<file path="src/hdl/bbs_pkg.sv">
// Package for the 3x3 box blur stream: field widths, register indexes,
// result and stage types, divide-by-nine constants. No dependencies.
package bbs_pkg;

  localparam int PIX_W    = 8;
  localparam int CFG_W    = 12;
  localparam int POS_W    = 11;
  localparam int COLSUM_W = 10;
  localparam int TOTAL_W  = 12;

  localparam int MAX_HEIGHT = 2048;
  localparam int MIN_DIM    = 3;

  localparam logic [CFG_W-1:0] WIDTH_RESET  = 12'd640;
  localparam logic [CFG_W-1:0] HEIGHT_RESET = 12'd480;

  // floor(x / 9) == (x * 7282) >> 16 for every x below 32768
  localparam int DIV_MULT  = 7282;
  localparam int DIV_SHIFT = 16;
  localparam int PROD_W    = 25;

  typedef logic [0:0] cfg_idx_t;
  localparam cfg_idx_t REG_IMAGE_WIDTH  = 1'd0;
  localparam cfg_idx_t REG_IMAGE_HEIGHT = 1'd1;

  typedef struct packed {
    logic [PIX_W-1:0] blurred_pixel;
    logic [POS_W-1:0] out_col;
    logic [POS_W-1:0] out_row;
    logic             frame_last;
  } res_t;

  typedef struct packed {
    logic             emit;
    logic [POS_W-1:0] col;
    logic [POS_W-1:0] row;
    logic             last;
  } tag_t;

endpackage

</file>
<file path="src/hdl/bbs_res_if.sv">
// Result output channel: valid/ready handshake carrying bbs_pkg::res_t.
// Depends on bbs_pkg.
interface bbs_res_if;
  import bbs_pkg::*;

  logic valid;
  logic ready;
  res_t data;

  modport source (output valid, output data, input ready);
  modport sink (input valid, input data, output ready);
endinterface

</file>
<file path="src/hdl/bbs_mean.sv">
// Window column sums, window total and divide-by-nine output stage with the
// result register. Depends on bbs_pkg and bbs_res_if.
module bbs_mean (
  input  logic                      clk,
  input  logic                      rst,
  input  logic                      load,
  input  logic [bbs_pkg::PIX_W-1:0] top,
  input  logic [bbs_pkg::PIX_W-1:0] mid,
  input  logic [bbs_pkg::PIX_W-1:0] px,
  input  bbs_pkg::tag_t             tag_in,
  output logic                      can_load,
  bbs_res_if.source                 res
);
  import bbs_pkg::*;

  logic [COLSUM_W-1:0] colsum0;
  logic [COLSUM_W-1:0] colsum1;
  logic [COLSUM_W-1:0] colsum2;
  logic                v2;
  tag_t                tag2;
  logic                v3;
  tag_t                tag3;
  logic [TOTAL_W-1:0]  total;
  logic                out_valid;
  res_t                out_data;
  logic                out_en;
  logic                en3;
  logic [COLSUM_W-1:0] colsum_next;
  logic [PROD_W-1:0]   prod;

  assign out_en   = !out_valid || res.ready;
  assign en3      = !v3 || out_en;
  assign can_load = !v2 || en3;

  assign colsum_next = COLSUM_W'(top) + COLSUM_W'(mid) + COLSUM_W'(px);
  assign prod        = PROD_W'(total) * PROD_W'(DIV_MULT);

  always_ff @(posedge clk) begin
    if (rst) begin
      colsum0 <= '0;
      colsum1 <= '0;
      colsum2 <= '0;
      v2      <= 1'b0;
    end else if (load) begin
      colsum0 <= colsum1;
      colsum1 <= colsum2;
      colsum2 <= colsum_next;
      v2      <= tag_in.emit;
    end else if (en3) begin
      v2 <= 1'b0;
    end
  end

  always_ff @(posedge clk) begin
    if (load) begin
      tag2 <= tag_in;
    end
  end

  always_ff @(posedge clk) begin
    if (rst) begin
      v3 <= 1'b0;
    end else if (en3) begin
      v3 <= v2;
    end
  end

  always_ff @(posedge clk) begin
    if (en3) begin
      total <= TOTAL_W'(colsum0) + TOTAL_W'(colsum1) + TOTAL_W'(colsum2);
      tag3  <= tag2;
    end
  end

  always_ff @(posedge clk) begin
    if (rst) begin
      out_valid <= 1'b0;
    end else if (out_en) begin
      out_valid <= v3;
    end
  end

  always_ff @(posedge clk) begin
    if (out_en) begin
      out_data.blurred_pixel <= prod[DIV_SHIFT +: PIX_W];
      out_data.out_col       <= tag3.col;
      out_data.out_row       <= tag3.row;
      out_data.frame_last    <= tag3.last;
    end
  end

  assign res.valid = out_valid;
  assign res.data  = out_data;

endmodule

</file>
<file path="src/flat_wrapper.sv">
// flat-port wrapper written by rule: the top's interface ports become plain ports
module bbs_mean_flat import bbs_pkg::*;
  (clk, rst, load, top, mid, px, tag_in, can_load, res_valid, res_data, res_ready);
  bbs_res_if res_i ();
  input  logic clk;
  input  logic rst;
  input  logic load;
  input  logic [bbs_pkg::PIX_W-1:0] top;
  input  logic [bbs_pkg::PIX_W-1:0] mid;
  input  logic [bbs_pkg::PIX_W-1:0] px;
  input  bbs_pkg::tag_t tag_in;
  output logic can_load;
  output wire logic [$bits(res_i.valid)-1:0] res_valid;
  output wire logic [$bits(res_i.data)-1:0] res_data;
  input wire logic [$bits(res_i.ready)-1:0] res_ready;
  assign res_valid = res_i.valid;
  assign res_data = res_i.data;
  assign res_i.ready = res_ready;
  bbs_mean u_core (.clk(clk), .rst(rst), .load(load), .top(top), .mid(mid), .px(px), .tag_in(tag_in), .can_load(can_load), .res(res_i));
endmodule
</file>
<file path="config.mk">
export PLATFORM = sky130hd
export DESIGN_NAME = bbs_mean_flat
export DESIGN_NICKNAME = d
export VERILOG_FILES = /design/src/hdl/bbs_pkg.sv /design/src/hdl/bbs_res_if.sv /design/src/hdl/bbs_mean.sv /design/src/flat_wrapper.sv
export SDC_FILE = /design/constraint.sdc
export NUM_CORES = 1
export LEC_CHECK = 0
export BUFFER_PORTS_ARGS = -buffer_cell sky130_fd_sc_hd__buf_2
export CORE_ASPECT_RATIO = 1.5
export CORE_MARGIN = 10
export CORE_UTILIZATION = 40
export CTS_CLUSTER_DIAMETER = 30
export DETAILED_ROUTE_END_ITERATION = 7
export PLACE_DENSITY = 0.66
export SLEW_MARGIN = 25
export SYNTH_ARGS = -nofsm -noshare
export SYNTH_HDL_FRONTEND = slang
export SYNTH_SLANG_ARGS = --single-unit
</file>
<file path="constraint.sdc">
create_clock -name clk -period 11.5 [get_ports clk]
set_input_delay 0.575 -clock clk [delete_from_list [all_inputs] [get_ports clk]]
set_output_delay 0.575 -clock clk [all_outputs]
set_load 0.05 [all_outputs]
</file>
==> impl_metrics.toml <==
[global_routing]
grt_max_degree = 60
grt_pass1_vias = 4859
overflow = 0
antenna_found_initial = 0
grtUsageTotal_pct = 11.9
grt_pass1_wl_um = 22600

[synthesis]
yosys.area.top_type = "edfxtp_1"
synth.avg_cell_area_um2 = 12.5
ys_top_cells_by_area = "edfxtp_1, ha_1, dfxtp_1"
syn_nets = 757
synth-compound-area-share_pct = 8.44
synth-xor-area-share_pct = 4.91
netlist_instances = 569
synth_edf_count = 89
ys_async_sr_fraction_pct = 0
synth_fa_ha_area_share_pct = 27.3
synth-simple-area-share_pct = 5.46
ys_top_cells_by_count = "ha_1, edfxtp_1, inv_1"
ys.flop_type = "edfxtp_1"
synth.distinct_cells = 44
synth-seq-cells = 122
netlist_area_mm2 = 0.00713
synth_top_area_share_pct = 37.5
muxShareOfSynthArea_pct = 3.65
yosysMostFrequentCell = "ha_1"
synth_top_family_by_area = "adder cells"
yosysWarnings = 0
synth-seq-area-share_pct = 46.8

[critical_path]
crit_type = "reg -> reg"
critPathMaxFanout = 4
cp-end-kind = "flop"
start_kind = "flop"
worst_ep_arrival_time_ns = 5.21
required_ns = 11.66

[clock_tree]
cts_tree = "built"
postCtsResizedCells = 0
postCtsHoldBufs = 0
clkLatencyLatePin_ns = 0.40
clock_path_buffers = 2
clk_pin_slew_ns = 0.06
clock-sinks = 122
cts_buffers = 17
root_buffer = "clkbuf_16"
post_cts_buffers = 0
htreeDepth = 4

[floorplan]
initial_core_util_pct = 40.9
dieHeight_um = 183
io_pins = 85
dieArea_mm2 = 0.0237
row_count = 59
coreArea_mm2 = 0.0174
die_w_um = 129

[place]
gp_congestion = 0.865
placed_cell_area_mm2 = 0.00780
post-dp-hpwl_um = 10800
place.port_buffers = 84

[finish]
layout.nets = 854
layout-drive-gt1-share_pct = 18.0
fin_area_mm2 = 0.00838
antenna_cells = 0
final_util_pct = 48.1
area_growth_pct = 17.5

[power]
p_leak_uw = 0.00401
vdd.ir_drop.worst_mv = 0.111
pwr_density_cell_mw_per_mm2 = 266
finalPower_uw = 2230

[timing]
slew_violations = 0
period_needed_ns = 5.05
fmax_mhz = 198
fin_tns_setup_ns = 0
max_slew.worst_pin.slew_ns = 0.813
finalSetupViolCount = 0
rsz0062_at_grt = "no"
period_share_pct = 43.9
hold_violations = 0
slew_headroom_pct = 45.8
fin_skew_ns = 0.00956

[run_status]
run_status = "finished, final reports clean"

[route]
ant_nets = 0
drt_iter0_drc = 202
wl_um = 13500
dr.pass1.iters = 4
viasPerCell = 4.98
drcViolationCount = 0
routed-via-count = 4444
wire_per_inst_um = 15.1

[worst_hold_path]
hp-class = "in -> reg"

[flow_run]
max-cap-violations = 0
-- critical path, cell delays in order, from the launching register on --
cell	delay [ns]
edfxtp_1	0.49
fa_1	0.52
ha_1	0.32
inv_1	0.07
fa_1	0.53
inv_1	0.05
fa_1	0.49
inv_1	0.05
fa_1	0.52
inv_1	0.04
ha_1	0.29
a21o_1	0.16
a221o_1	0.35
a32oi_2	0.29
o21ai_1	0.17
o31a_1	0.32
xnor2_1	0.13
-- power breakdown --
group	switching, µW	total (µW)	internal (µW)	leakage, µW
clock	211	517	305	0.000278
sequential	31.7	584	552	0.00121
combinational	659	1130	468	0.00252
total	902	2230	1320	0.00401
-- through the flow --
step	cells	setup slack [ns]	hold slack [ns]
2_1_floorplan	569	6.75	0.400
3_3_place_gp	860	6.54	0.400
3_5_place_dp	860	6.43	0.405
4_1_cts	892	6.43	0.319
5_1_grt	892	6.19	0.320
6_report	892	6.45	0.335
-- state kept, by name, indices dropped and copies added, names as in the netlist --
signal and cells:
u_core.v2 1, u_core.total 12, u_core.colsum0 10, u_core.res.data 31
u_core.res.valid 1, u_core.v3 1, u_core.tag3 23, u_core.colsum2 10
u_core.tag2 23, u_core.colsum1 10
-- routing by layer --
layer | global-route usage, % | up-vias | wire length [µm] | share of wire [%]
li1 | - | 2233 | - | -
met1 | 12.0 | 2102 | 5110 | 38
met2 | 22.5 | 84 | 7560 | 56
met3 | 2.60 | 25 | 456 | 3.4
met4 | 5.34 | 0 | 348 | 2.6
met5 | 0 | - | 0 | 0
-- path summary, 6_finish.rpt --
kind | from | to | slack (ns) | cells after the start
hold reg to reg | u_core.tag2[6] | u_core.tag3[6] | 0.41 | 0
setup / recovery | u_core.total[7] | u_core.res.data[30] | 6.45 | 16
setup reg to reg | u_core.total[7] | u_core.res.data[30] | 6.45 | 16
hold / removal | tag_in[5] | u_core.tag2[5] | 0.34 | 1
-- cell families (layout without fill, tap and decap cells) --
kind of cell,count (synthesis),in the layout
mux,26,26
flops,122,122
buf+inv,65,175
compound gates,93,93
simple gates,87,87
fa+ha+maj,136,136
xor+xnor,40,40
-- final cells by class --
type                            count  area, µm²
Tap cell                          213        267
Sequential cell                   122       3330
Fill cell                        1560       9050
Clock inverter                     15        150
Multi-Input combinational cell    382       3550
Clock buffer                       17        425
Inverter                           57        214
Timing Repair Buffer               86        435
-- layout by cell type (no fill, tap or decap), types with 3 or more instances in the layout --
cell and n:
a21o_1 13, nand2_1 13, nor2b_1 4, mux2i_1 26, a21oi_1 30, xor2_1 11, nor2_1 48, nand2b_1 4
edfxtp_1 89, xnor2_1 29, a211oi_1 5, clkbuf_16 17, inv_6 9, dfxtp_1 33, o21a_1 4, fa_1 33
buf_2 84, o22ai_1 3, nand3_1 5, o21bai_1 6, o21ai_0 15, nor3_1 4, ha_1 103, inv_1 56
Note: power is estimated with default switching activity, not from simulation.
